`src/sbl_pkg.sv`:
```
// Shared types and constants for the spectrum bar LED renderer.
package sbl_pkg;

    // Request actions
    localparam logic [1:0] ACT_WRITE = 2'd0;
    localparam logic [1:0] ACT_TICK  = 2'd1;
    localparam logic [1:0] ACT_QUERY = 2'd2;

    // Configuration port
    localparam int CFG_IW = 3;
    localparam int CFG_DW = 16;
    localparam logic [CFG_IW-1:0] CFG_BRIGHTNESS = 3'd0;
    localparam logic [CFG_IW-1:0] CFG_TIMEOUT    = 3'd1;
    localparam logic [CFG_IW-1:0] CFG_MIN_X      = 3'd2;
    localparam logic [CFG_IW-1:0] CFG_MAX_X      = 3'd3;
    localparam logic [CFG_IW-1:0] CFG_MIN_Y      = 3'd4;
    localparam logic [CFG_IW-1:0] CFG_MAX_Y      = 3'd5;

    // Configuration reset values
    localparam logic [7:0]  RST_BRIGHTNESS = 8'd255;
    localparam logic [15:0] RST_TIMEOUT    = 16'd500;
    localparam logic [7:0]  RST_MIN_X      = 8'd0;
    localparam logic [7:0]  RST_MAX_X      = 8'd224;
    localparam logic [7:0]  RST_MIN_Y      = 8'd0;
    localparam logic [7:0]  RST_MAX_Y      = 8'd64;

    // Shared divider widths: largest dividend is 5100 * 255, largest divisor 11 * 255
    localparam int DIV_NW = 21;
    localparam int DIV_DW = 12;

    // Fixed-point constants
    localparam logic [15:0] LIT_MIN   = 16'd2621;  // 0.04 in Q0.16
    localparam logic [9:0]  DECAY_K   = 10'd287;   // fall rate, /1024
    localparam logic [14:0] ZONE_NUM_K = 15'd100;
    localparam logic [14:0] ZONE_DEN_K = 15'd55;   // green-to-red knee at 0.55
    localparam logic [DIV_NW-1:0] RED_NUM_K = 21'd5100;
    localparam logic [DIV_DW-1:0] RED_DEN_K = 12'd11;
    localparam logic [DIV_NW-1:0] GRN_NUM_K = 21'd1700;
    localparam logic [DIV_DW-1:0] GRN_DEN_K = 12'd3;

    typedef struct packed {
        logic [1:0]  action;
        logic [4:0]  band_index;
        logic [7:0]  band_level;
        logic [7:0]  band_count;
        logic [31:0] now_ms;
        logic [7:0]  pos_x;
        logic [7:0]  pos_y;
    } t_in;

    typedef struct packed {
        logic [7:0] red;
        logic [7:0] green;
        logic [7:0] blue;
    } t_out;

endpackage

```
`src/spectrum_bar_led_renderer_unit.sv`:
```
// Spectrum bar LED renderer top level: control sequencer, level memories, query math.
// Frame tick: one band per cycle through the read-modify-write loop on the display level
//   memory. LED query: one or two passes through the bit-serial divider; the result then
//   waits in the output register.
// Reset (synchronous, active low) clears configuration to defaults, all levels to zero
//   through the memory valid bits, band count and last write time; no clearing pass.
module spectrum_bar_led_renderer_unit #(
    parameter int MAX_BANDS = 28
) (
    input  logic                       i_clk,
    input  logic                       i_rst_n,
    input  logic                       i_in_valid,
    output logic                       o_in_stall,
    input  sbl_pkg::t_in               i_in_data,
    output logic                       o_out_valid,
    input  logic                       i_out_stall,
    output sbl_pkg::t_out              o_out_data,
    input  logic                       i_cfg_we,
    input  logic [sbl_pkg::CFG_IW-1:0] i_cfg_index,
    input  logic [sbl_pkg::CFG_DW-1:0] i_cfg_data
);
    import sbl_pkg::*;

    localparam int AW = (MAX_BANDS > 1) ? $clog2(MAX_BANDS) : 1;
    localparam int BW = $clog2(MAX_BANDS + 1);

    localparam logic [2:0] S_IDLE   = 3'd0;
    localparam logic [2:0] S_TICK   = 3'd1;
    localparam logic [2:0] S_QBAND  = 3'd2;
    localparam logic [2:0] S_QBWAIT = 3'd3;
    localparam logic [2:0] S_QLVL   = 3'd4;
    localparam logic [2:0] S_QSET   = 3'd5;
    localparam logic [2:0] S_QCWAIT = 3'd6;
    localparam logic [2:0] S_QOUT   = 3'd7;

    logic [2:0]  r_state, n_state;

    logic [7:0]  r_bright;
    logic [15:0] r_timeout;
    logic [7:0]  r_min_x, r_max_x, r_min_y, r_max_y;

    logic [BW-1:0] r_bands;
    logic [31:0]   r_last_time;
    logic          r_stale;
    logic [AW-1:0] r_rd_idx;
    logic          r_rd_done;
    logic          r_wb_vld;
    logic [AW-1:0] r_wb_idx;
    logic [7:0]    r_dx;
    logic [8:0]    r_num;       // max_y - pos_y, two's complement
    logic          r_lit;
    logic          r_zone_red;
    logic [7:0]    r_red, r_green;
    logic          r_out_vld;
    t_out          r_out;

    logic          accept;
    logic          out_free;
    logic [7:0]    raw_rdata;
    logic [15:0]   disp_rdata;
    logic          raw_we;
    logic [AW-1:0] disp_raddr;

    logic [BW-1:0] q_n;
    logic [7:0]    spanx, spany;
    logic [AW-1:0] band_sel;
    logic [8+BW-1:0] band_prod;

    logic          div_start, div_done;
    logic [DIV_NW-1:0] div_num, div_quo;
    logic [DIV_DW-1:0] div_den;

    logic [15:0]   tgt, dec_next, diff;
    logic [25:0]   dec_prod;
    logic          in_use;

    logic [23:0]   lhs, rhs;
    logic          n_lit, n_zone_red;
    logic          need_div;
    logic [7:0]    quo_sat;
    logic [16:0]   sc_r, sc_g;

    assign accept     = (r_state == S_IDLE) && i_in_valid;
    assign o_in_stall = (r_state != S_IDLE);
    assign out_free   = !r_out_vld || !i_out_stall;

    // Configuration registers
    always_ff @(posedge i_clk) begin
        if (!i_rst_n) begin
            r_bright  <= RST_BRIGHTNESS;
            r_timeout <= RST_TIMEOUT;
            r_min_x   <= RST_MIN_X;
            r_max_x   <= RST_MAX_X;
            r_min_y   <= RST_MIN_Y;
            r_max_y   <= RST_MAX_Y;
        end else if (i_cfg_we) begin
            case (i_cfg_index)
                CFG_BRIGHTNESS: r_bright  <= i_cfg_data[7:0];
                CFG_TIMEOUT:    r_timeout <= i_cfg_data;
                CFG_MIN_X:      r_min_x   <= i_cfg_data[7:0];
                CFG_MAX_X:      r_max_x   <= i_cfg_data[7:0];
                CFG_MIN_Y:      r_min_y   <= i_cfg_data[7:0];
                CFG_MAX_Y:      r_max_y   <= i_cfg_data[7:0];
                default: ;
            endcase
        end
    end

    // Raw levels, written by band writes, read during the tick walk
    assign raw_we = accept && (i_in_data.action == ACT_WRITE) &&
                    (32'(i_in_data.band_index) < 32'(MAX_BANDS));

    sbl_level_ram #(.DEPTH(MAX_BANDS), .WIDTH(8), .AW(AW)) u_raw_ram (
        .i_clk   (i_clk),
        .i_rst_n (i_rst_n),
        .i_we    (raw_we),
        .i_waddr (AW'(i_in_data.band_index)),
        .i_wdata (i_in_data.band_level),
        .i_raddr (r_rd_idx),
        .o_rdata (raw_rdata)
    );

    // Display levels: tick reads band i while writing back band i-1, so no overlap
    assign disp_raddr = (r_state == S_TICK) ? r_rd_idx : band_sel;

    sbl_level_ram #(.DEPTH(MAX_BANDS), .WIDTH(16), .AW(AW)) u_disp_ram (
        .i_clk   (i_clk),
        .i_rst_n (i_rst_n),
        .i_we    (r_wb_vld),
        .i_waddr (r_wb_idx),
        .i_wdata (dec_next),
        .i_raddr (disp_raddr),
        .o_rdata (disp_rdata)
    );

    // Rise at once, fall by 287/1024 of the gap
    always_comb begin
        in_use   = BW'(r_wb_idx) < r_bands;
        tgt      = (r_stale || !in_use) ? 16'd0 : {raw_rdata, raw_rdata};
        diff     = disp_rdata - tgt;
        dec_prod = 26'(diff) * 26'(DECAY_K);
        dec_next = (tgt > disp_rdata) ? tgt : (disp_rdata - dec_prod[25:10]);
    end

    // Geometry from configuration
    always_comb begin
        q_n       = (r_bands == '0) ? BW'(1) : r_bands;
        spanx     = (r_max_x > r_min_x) ? (r_max_x - r_min_x) : 8'd1;
        spany     = (r_max_y > r_min_y) ? (r_max_y - r_min_y) : 8'd1;
        band_prod = (8+BW)'(r_dx) * (8+BW)'(q_n);
        band_sel  = (div_quo >= DIV_NW'(q_n)) ? AW'(q_n - 1'b1) : AW'(div_quo);
    end

    // Lit test and color zone
    always_comb begin
        lhs        = 24'(disp_rdata) * 24'(spany);
        rhs        = {r_num[7:0], 16'd0} - 24'(r_num[7:0]);
        n_lit      = (disp_rdata > LIT_MIN) && (r_num[8] || (lhs > rhs));
        n_zone_red = r_num[8] ||
                     ((15'(r_num[7:0]) * ZONE_NUM_K) < (15'(spany) * ZONE_DEN_K));
        need_div   = r_lit && (r_zone_red ? !r_num[8] : (r_num[7:0] < spany));
    end

    // Shared divider operand select
    always_comb begin
        div_start = (r_state == S_QBAND) || ((r_state == S_QSET) && need_div);
        if (r_state == S_QBAND) begin
            div_num = DIV_NW'(band_prod);
            div_den = DIV_DW'(spanx);
        end else if (r_zone_red) begin
            div_num = DIV_NW'(r_num[7:0]) * RED_NUM_K;
            div_den = DIV_DW'(spany) * RED_DEN_K;
        end else begin
            div_num = DIV_NW'(spany - r_num[7:0]) * GRN_NUM_K;
            div_den = DIV_DW'(spany) * GRN_DEN_K;
        end
    end

    sbl_div u_div (
        .i_clk   (i_clk),
        .i_rst_n (i_rst_n),
        .i_start (div_start),
        .i_num   (div_num),
        .i_den   (div_den),
        .o_done  (div_done),
        .o_quo   (div_quo)
    );

    // Channel saturation and brightness scaling
    always_comb begin
        quo_sat = (div_quo > DIV_NW'(255)) ? 8'd255 : div_quo[7:0];
        sc_r    = 17'(r_red)   * 17'({1'b0, r_bright} + 9'd1);
        sc_g    = 17'(r_green) * 17'({1'b0, r_bright} + 9'd1);
    end

    // Sequencer
    always_comb begin
        n_state = r_state;
        case (r_state)
            S_IDLE: begin
                if (accept) begin
                    case (i_in_data.action)
                        ACT_TICK:  n_state = S_TICK;
                        ACT_QUERY: n_state = S_QBAND;
                        default:   n_state = S_IDLE;
                    endcase
                end
            end
            S_TICK:   if (r_rd_done && r_wb_vld) n_state = S_IDLE;
            S_QBAND:  n_state = S_QBWAIT;
            S_QBWAIT: if (div_done) n_state = S_QLVL;
            S_QLVL:   n_state = S_QSET;
            S_QSET:   n_state = need_div ? S_QCWAIT : S_QOUT;
            S_QCWAIT: if (div_done) n_state = S_QOUT;
            S_QOUT:   if (out_free) n_state = S_IDLE;
            default:  n_state = S_IDLE;
        endcase
    end

    // Control state
    always_ff @(posedge i_clk) begin
        if (!i_rst_n) begin
            r_state     <= S_IDLE;
            r_bands     <= '0;
            r_last_time <= '0;
            r_wb_vld    <= 1'b0;
            r_rd_done   <= 1'b0;
            r_out_vld   <= 1'b0;
        end else begin
            r_state <= n_state;
            if (accept && (i_in_data.action == ACT_WRITE)) begin
                r_bands     <= (32'(i_in_data.band_count) > 32'(MAX_BANDS)) ?
                               BW'(MAX_BANDS) : BW'(i_in_data.band_count);
                r_last_time <= i_in_data.now_ms;
            end
            if (accept) begin
                r_rd_done <= 1'b0;
                r_wb_vld  <= 1'b0;
            end else if (r_state == S_TICK) begin
                r_wb_vld <= !r_rd_done;
                if (r_rd_idx == AW'(MAX_BANDS - 1)) begin
                    r_rd_done <= 1'b1;
                end
            end else begin
                r_wb_vld <= 1'b0;
            end
            if ((r_state == S_QOUT) && out_free) begin
                r_out_vld <= 1'b1;
            end else if (!i_out_stall) begin
                r_out_vld <= 1'b0;
            end
        end
    end

    // Datapath registers
    always_ff @(posedge i_clk) begin
        if (accept) begin
            r_stale  <= (i_in_data.now_ms - r_last_time) > {16'd0, r_timeout};
            r_rd_idx <= '0;
            r_dx     <= (i_in_data.pos_x > r_min_x) ? (i_in_data.pos_x - r_min_x) : 8'd0;
            r_num    <= {1'b0, r_max_y} - {1'b0, i_in_data.pos_y};
        end else if ((r_state == S_TICK) && !r_rd_done &&
                     (r_rd_idx != AW'(MAX_BANDS - 1))) begin
            r_rd_idx <= r_rd_idx + 1'b1;
        end
        if (r_state == S_TICK) begin
            r_wb_idx <= r_rd_idx;
        end
        if (r_state == S_QLVL) begin
            r_lit      <= n_lit;
            r_zone_red <= n_zone_red;
        end
        if (r_state == S_QSET) begin
            if (!r_lit) begin
                r_red   <= 8'd0;
                r_green <= 8'd0;
            end else if (r_zone_red) begin
                r_red   <= 8'd0;
                r_green <= 8'd255;
            end else begin
                r_red   <= 8'd255;
                r_green <= 8'd0;
            end
        end
        if ((r_state == S_QCWAIT) && div_done) begin
            if (r_zone_red) begin
                r_red <= quo_sat;
            end else begin
                r_green <= quo_sat;
            end
        end
        if ((r_state == S_QOUT) && out_free) begin
            r_out.red   <= sc_r[15:8];
            r_out.green <= sc_g[15:8];
            r_out.blue  <= 8'd0;
        end
    end

    assign o_out_valid = r_out_vld;
    assign o_out_data  = r_out;

endmodule

```
`src/sbl_level_ram.sv`:
```
// Band level memory: one write port, one registered read port, per-entry valid bits.
module sbl_level_ram #(
    parameter int DEPTH = 28,
    parameter int WIDTH = 8,
    parameter int AW    = 5
) (
    input  logic             i_clk,
    input  logic             i_rst_n,
    input  logic             i_we,
    input  logic [AW-1:0]    i_waddr,
    input  logic [WIDTH-1:0] i_wdata,
    input  logic [AW-1:0]    i_raddr,
    output logic [WIDTH-1:0] o_rdata
);
    logic [WIDTH-1:0] r_mem [DEPTH];
    logic [DEPTH-1:0] r_vld;
    logic [WIDTH-1:0] r_rdata;

    // Storage array
    always_ff @(posedge i_clk) begin
        if (i_we) begin
            r_mem[i_waddr] <= i_wdata;
        end
    end

    // Entries never written read as zero
    always_ff @(posedge i_clk) begin
        if (!i_rst_n) begin
            r_vld <= '0;
        end else if (i_we) begin
            r_vld[i_waddr] <= 1'b1;
        end
    end

    // Registered read
    always_ff @(posedge i_clk) begin
        r_rdata <= r_vld[i_raddr] ? r_mem[i_raddr] : '0;
    end

    assign o_rdata = r_rdata;

endmodule

```
`src/sbl_div.sv`:
```
// Restoring divider, one quotient bit per cycle.
module sbl_div (
    input  logic                      i_clk,
    input  logic                      i_rst_n,
    input  logic                      i_start,
    input  logic [sbl_pkg::DIV_NW-1:0] i_num,
    input  logic [sbl_pkg::DIV_DW-1:0] i_den,
    output logic                      o_done,
    output logic [sbl_pkg::DIV_NW-1:0] o_quo
);
    import sbl_pkg::*;

    localparam int CW = $clog2(DIV_NW + 1);

    logic              r_busy;
    logic              r_done;
    logic [CW-1:0]     r_cnt;
    logic [DIV_DW-1:0] r_rem;
    logic [DIV_NW-1:0] r_quo;
    logic [DIV_DW-1:0] r_den;

    logic [DIV_DW:0]   trial;
    logic              ge;
    logic [DIV_DW-1:0] n_rem;

    // One trial subtraction
    always_comb begin
        trial = {r_rem, r_quo[DIV_NW-1]};
        ge    = trial >= {1'b0, r_den};
        n_rem = ge ? DIV_DW'(trial - {1'b0, r_den}) : DIV_DW'(trial);
    end

    // Control
    always_ff @(posedge i_clk) begin
        if (!i_rst_n) begin
            r_busy <= 1'b0;
            r_done <= 1'b0;
            r_cnt  <= '0;
        end else begin
            r_done <= 1'b0;
            if (i_start) begin
                r_busy <= 1'b1;
                r_cnt  <= CW'(DIV_NW);
            end else if (r_busy) begin
                r_cnt <= r_cnt - 1'b1;
                if (r_cnt == CW'(1)) begin
                    r_busy <= 1'b0;
                    r_done <= 1'b1;
                end
            end
        end
    end

    // Datapath: dividend shifts out as quotient shifts in
    always_ff @(posedge i_clk) begin
        if (i_start) begin
            r_rem <= '0;
            r_quo <= i_num;
            r_den <= i_den;
        end else if (r_busy) begin
            r_rem <= n_rem;
            r_quo <= {r_quo[DIV_NW-2:0], ge};
        end
    end

    assign o_done = r_done;
    assign o_quo  = r_quo;

endmodule

```
`config.mk`:
```
export PLATFORM = sky130hd
export DESIGN_NAME = spectrum_bar_led_renderer_unit
export DESIGN_NICKNAME = d
export VERILOG_FILES = /design/src/sbl_pkg.sv /design/src/spectrum_bar_led_renderer_unit.sv /design/src/sbl_level_ram.sv /design/src/sbl_div.sv
export SDC_FILE = /design/constraint.sdc
export NUM_CORES = 2
export LEC_CHECK = 0
export BUFFER_PORTS_ARGS = -buffer_cell sky130_fd_sc_hd__buf_2
export CORE_UTILIZATION = 64
export DETAILED_ROUTE_END_ITERATION = 10
export GPL_TIMING_DRIVEN = 0
export PLACE_DENSITY = 0.81
export SLEW_MARGIN = 30
export SYNTH_ARGS = -nofsm -noshare
export SYNTH_HDL_FRONTEND = slang
export SYNTH_HIERARCHICAL = 1
export SYNTH_SLANG_ARGS = --single-unit
```
`constraint.sdc`:
```
create_clock -name i_clk -period 16.3 [get_ports i_clk]
set_input_delay 1.63 -clock i_clk [delete_from_list [all_inputs] [get_ports i_clk]]
set_output_delay 1.63 -clock i_clk [all_outputs]
set_load 0.01 [all_outputs]
```
==> impl_metrics.prom <==
# TYPE chip_impl_metric gauge
chip_impl_metric{name="postSynthCellCount",unit=""} 5376
chip_impl_metric{name="path_clk_slew",unit="ns"} 0.07
chip_impl_metric{name="synth-adder-area-share",unit="%"} 21.0
chip_impl_metric{name="rows",unit=""} 113
chip_impl_metric{name="post_synth_num_cell_types",unit=""} 105
chip_impl_metric{name="tns",unit="ns"} 0
chip_impl_metric{name="initial_utilization",unit="%"} 65.1
chip_impl_metric{name="synth_compound_area_share",unit="%"} 10.3
chip_impl_metric{name="drt_first_iter_violations",unit=""} 3983
chip_impl_metric{name="grt_pass1_wl",unit="um"} 245000
chip_impl_metric{name="final_non_filler_cell_area",unit="sq um"} 68100
chip_impl_metric{name="grt_util_all_layers",unit="%"} 32.3
chip_impl_info{name="synth_top_family_by_area",value="adder cells"} 1
chip_impl_metric{name="layout-drive-gt1-share",unit="%"} 10.1
chip_impl_metric{name="cts_made_buffers",unit=""} 97
chip_impl_metric{name="cts-htree-levels",unit=""} 3
chip_impl_metric{name="asyncSetResetFlopFracSynth",unit="%"} 0
chip_impl_metric{name="routedWlPerCell",unit="um"} 22.6
chip_impl_info{name="critical-path-slowest-cell",value="sky130_fd_sc_hd__a2111oi_0"} 1
chip_impl_metric{name="post_dp_cell_area",unit="sq um"} 64900
chip_impl_metric{name="final_period_minus_worst_setup_slack",unit="ns"} 11.80
chip_impl_metric{name="drt.antenna.violating_nets",unit=""} 0
chip_impl_metric{name="finalHoldViolations",unit=""} 0
chip_impl_info{name="mostFrequentLayoutCells",value="sky130_fd_sc_hd__edfxtp_1, sky130_fd_sc_hd__inv_1, sky130_fd_sc_hd__ha_1, sky130_fd_sc_hd__nand2_1, sky130_fd_sc_hd__fa_1"} 1
chip_impl_metric{name="final_setup_violations",unit=""} 0
chip_impl_metric{name="synth_xor_xnor_area_share",unit="%"} 3.21
chip_impl_info{name="startpoint_type",value="flip-flop"} 1
chip_impl_metric{name="die_area",unit="sq um"} 98400
chip_impl_metric{name="detail_route.vias_per_cell",unit=""} 6.20
chip_impl_metric{name="grt_overflow",unit=""} 0
chip_impl_metric{name="synth.area.mux_share",unit="%"} 6.60
chip_impl_info{name="timing_worst_setup_path_type",value="reg2reg"} 1
chip_impl_metric{name="cts_resized",unit=""} 0
chip_impl_metric{name="length_of_the_first_detailed_routing_pass_in_iterations",unit=""} 8
chip_impl_metric{name="multi_input_comb_area",unit="sq um"} 32200
chip_impl_metric{name="final.setup_skew",unit="ns"} 0.0432
chip_impl_metric{name="first_global_vias",unit=""} 43900
chip_impl_metric{name="netlist_area",unit="sq um"} 62200
chip_impl_metric{name="place_hpwl",unit="um"} 114000
chip_impl_metric{name="finalHoldWorstSlack",unit="ns"} 0.462
chip_impl_metric{name="route.final.wire_length",unit="um"} 158000
chip_impl_metric{name="timing.final.max_slew_violations",unit=""} 0
chip_impl_metric{name="cts_setup_buffers",unit=""} 0
chip_impl_metric{name="coreArea",unit="sq um"} 95600
chip_impl_metric{name="vias",unit=""} 43200
chip_impl_metric{name="layout.filler_cells",unit=""} 6592
chip_impl_metric{name="postSynthRegisterBits",unit=""} 965
chip_impl_metric{name="synth_seq_area_share",unit="%"} 43.1
chip_impl_metric{name="clock_latency",unit="ns"} 0.70
chip_impl_info{name="clock_tree.root_cell",value="sky130_fd_sc_hd__clkbuf_16"} 1
chip_impl_info{name="status",value="complete, no violations"} 1
chip_impl_metric{name="chip_height",unit="um"} 314
chip_impl_metric{name="critical_path_required",unit="ns"} 16.69
chip_impl_metric{name="timing_worst_slew_pin_value",unit="ns"} 0.992
chip_impl_metric{name="slew_headroom",unit="%"} 33.9
chip_impl_info{name="hold_path_class",value="reg2reg"} 1
chip_impl_info{name="layout_commonest_cell",value="sky130_fd_sc_hd__edfxtp_1"} 1
chip_impl_metric{name="cts_hold_buffers",unit=""} 0
chip_impl_metric{name="synth-edff-count",unit=""} 746
chip_impl_info{name="cts_tree",value="done"} 1
chip_impl_metric{name="deepest_clock_path_buffer_count",unit=""} 3
chip_impl_metric{name="maximum_single_stage_delay_on_the_critical_path",unit="ns"} 0.60
chip_impl_metric{name="final.period_utilization",unit="%"} 72.4
chip_impl_metric{name="gp_congestion",unit=""} 0.964
chip_impl_info{name="grt_setup_unrepaired",value="false"} 1
chip_impl_metric{name="die_width",unit="um"} 314
chip_impl_metric{name="num_io_pins",unit=""} 121
chip_impl_metric{name="synth-simple-area-share",unit="%"} 10.2
chip_impl_metric{name="number_of_antenna_violations_at_the_first_check_in_global_routing",unit=""} 7
chip_impl_metric{name="dp_slack",unit="ns"} 4.41
chip_impl_info{name="path_common_cell",value="sky130_fd_sc_hd__a21oi_1"} 1
chip_impl_metric{name="grt_start_max_net_pins",unit=""} 29
chip_impl_metric{name="tritoncts_num_sinks",unit=""} 965
chip_impl_info{name="postSynth.topFlopCell",value="sky130_fd_sc_hd__edfxtp_1"} 1
chip_impl_metric{name="crit_path_setup_slack_layout",unit="ns"} 4.50
chip_impl_info{name="crit_path_end_kind",value="flip-flop"} 1
chip_impl_metric{name="seqCellArea",unit="sq um"} 26800
chip_impl_metric{name="drc",unit=""} 0
chip_impl_metric{name="syn-mean-instance-area",unit="sq um"} 11.6
chip_impl_metric{name="worstPathArrival",unit="ns"} 12.19
chip_impl_metric{name="io_buffer_count",unit=""} 112
chip_impl_metric{name="timing.max_cap.violations",unit=""} 0
chip_impl_metric{name="synth.yosys.warnings",unit=""} 6
chip_impl_metric{name="fmaxAchievable",unit="GHz"} 0.0848
chip_impl_metric{name="crit_path_max_fanout",unit=""} 28
chip_impl_metric{name="final_nets",unit=""} 6568
chip_impl_metric{name="syn2layout_area_growth",unit="%"} 9.54
==> routing by layer <==
metal | vias up | track usage, % | part of all wire, %
met1 | 21200 | 41.3 | 38
met2 | 2050 | 53.5 | 48
li1 | 19500 | - | -
met4 | 4 | 16.6 | 5.5
met3 | 441 | 5.15 | 8.4
met5 | - | 0 | 0.018
==> layout make-up <==
class                      count  area share [%]
antenna                        6          0.0220
buffer                       209            1.74
clock buffer                 132            3.96
clock inverter                44           0.669
inverter                     624            3.44
multi-input combinational   3586            47.2
sequential                   965            39.3
tap                         1265            2.32
timing repair buffer         135            1.34
==> synthesized netlist by cell type (11+ instances only) <==
master                      number  share of area [%]
sky130_fd_sc_hd__mux2_2         25               0.45
sky130_fd_sc_hd__nor3_1         47               0.38
sky130_fd_sc_hd__a31oi_1        42               0.42
sky130_fd_sc_hd__or3_1          14               0.14
sky130_fd_sc_hd__buf_4          24               0.29
sky130_fd_sc_hd__nand2b_1       49               0.49
sky130_fd_sc_hd__nand4_1        24               0.24
sky130_fd_sc_hd__nand2_1       474                2.9
sky130_fd_sc_hd__nor2_1        250                1.5
sky130_fd_sc_hd__and2_1        116                1.2
sky130_fd_sc_hd__edfxtp_1      746                 36
sky130_fd_sc_hd__a2111oi_0      18               0.25
sky130_fd_sc_hd__a21boi_0       83                1.0
sky130_fd_sc_hd__and3_1         79               0.79
sky130_fd_sc_hd__buf_6          18               0.33
sky130_fd_sc_hd__a211oi_1       51               0.62
sky130_fd_sc_hd__nand3_1        78               0.63
sky130_fd_sc_hd__clkbuf_1      115               0.69
sky130_fd_sc_hd__a22oi_1        27               0.33
sky130_fd_sc_hd__dfxtp_1       219                7.0
sky130_fd_sc_hd__a21o_1        102                1.2
sky130_fd_sc_hd__a21oi_1       188                1.5
sky130_fd_sc_hd__nand3b_1       19               0.23
sky130_fd_sc_hd__mux2i_1       140                2.3
sky130_fd_sc_hd__xor2_1         75                1.1
sky130_fd_sc_hd__o221ai_1       24               0.34
sky130_fd_sc_hd__o211ai_1       40               0.48
sky130_fd_sc_hd__nor2b_1       100                1.0
sky130_fd_sc_hd__buf_1          22               0.13
sky130_fd_sc_hd__o21a_1         76               0.92
sky130_fd_sc_hd__buf_2          19               0.15
sky130_fd_sc_hd__a221oi_1       24               0.34
sky130_fd_sc_hd__mux4_2         86                3.1
sky130_fd_sc_hd__ha_1          540                 11
sky130_fd_sc_hd__xnor2_1       151                2.1
sky130_fd_sc_hd__o21bai_1       18               0.22
sky130_fd_sc_hd__a31o_2         11               0.15
sky130_fd_sc_hd__fa_1          315                 10
sky130_fd_sc_hd__o21ai_0       125                1.0
sky130_fd_sc_hd__mux4_1         18               0.76
sky130_fd_sc_hd__inv_1         619                3.7
==> final timing paths <==
| path | to | slack (ns) | start | cells past startpoint |
|---|---|---|---|---|
| hold reg to reg | u_raw_ram/r_vld[2]$_SDFFE_PN0P_ | 0.46 | u_raw_ram/r_vld[2]$_SDFFE_PN0P_ | 1 |
| hold / removal | u_raw_ram/r_vld[2]$_SDFFE_PN0P_ | 0.46 | u_raw_ram/r_vld[2]$_SDFFE_PN0P_ | 1 |
| setup / recovery | u_disp_ram/r_mem[2][14]$_DFFE_PP_ | 4.50 | r_bands[2]$_SDFFE_PN0P_ | 40 |
| setup reg to reg | u_disp_ram/r_mem[2][14]$_DFFE_PP_ | 4.50 | r_bands[2]$_SDFFE_PN0P_ | 40 |
==> state kept, by name (all words and copies together) (netlist names), 8 cells and up <==
signal and flops:
o_out_data 16, r_min_x 8, u_div/o_quo 21, r_min_y 8, r_max_y 8, u_disp_ram/r_mem 448
r_max_x 8, u_div/r_rem 12, u_raw_ram/o_rdata 8, u_disp_ram/o_rdata 16, r_green 8, u_raw_ram/r_mem 224
r_bright 8, u_div/r_den 12, r_num 9, u_disp_ram/r_vld 28, r_red 8, u_raw_ram/r_vld 28
r_dx 8, r_timeout 16, r_last_time 32
==> metrics by stage <==
step | util [%] | instances
after detailed placement | 68.0 | 6784
after CTS | 71.2 | 6960
after global routing | 71.3 | 6962
after floorplan | - | 5384
after global placement | 67.3 | 6761
final | 71.3 | 6966
==> critical path, delay by kind of cell (launching register included) <==
| family | cells | cell delay (ns) |
|---|---|---|
| buffers and inverters | 5 | 0.85 |
| DFF | 1 | 0.40 |
| adders and majority gates | 8 | 3.15 |
| and+or+nand+nor | 3 | 0.58 |
| AOI/OAI and AO/OA | 20 | 5.44 |
| xor gates and xnor gates | 4 | 0.97 |
==> cell families (layout without fill, tap and decap cells) <==
| logic type | Yosys count | count (layout) |
|---|---|---|
| multiplexers | 270 | 270 |
| AO/OA/AOI/OAI | 917 | 917 |
| buffers and inverters | 833 | 1144 |
| adder cells (fa/ha/maj) | 855 | 855 |
| AND/OR/NAND/NOR | 1308 | 1308 |
| flip-flops | 965 | 965 |
| other | 1 | 15 |
| XOR/XNOR | 227 | 227 |
Power is not shown: default switching activity piles up to over one toggle a cycle in this logic, so the estimate is an artifact.
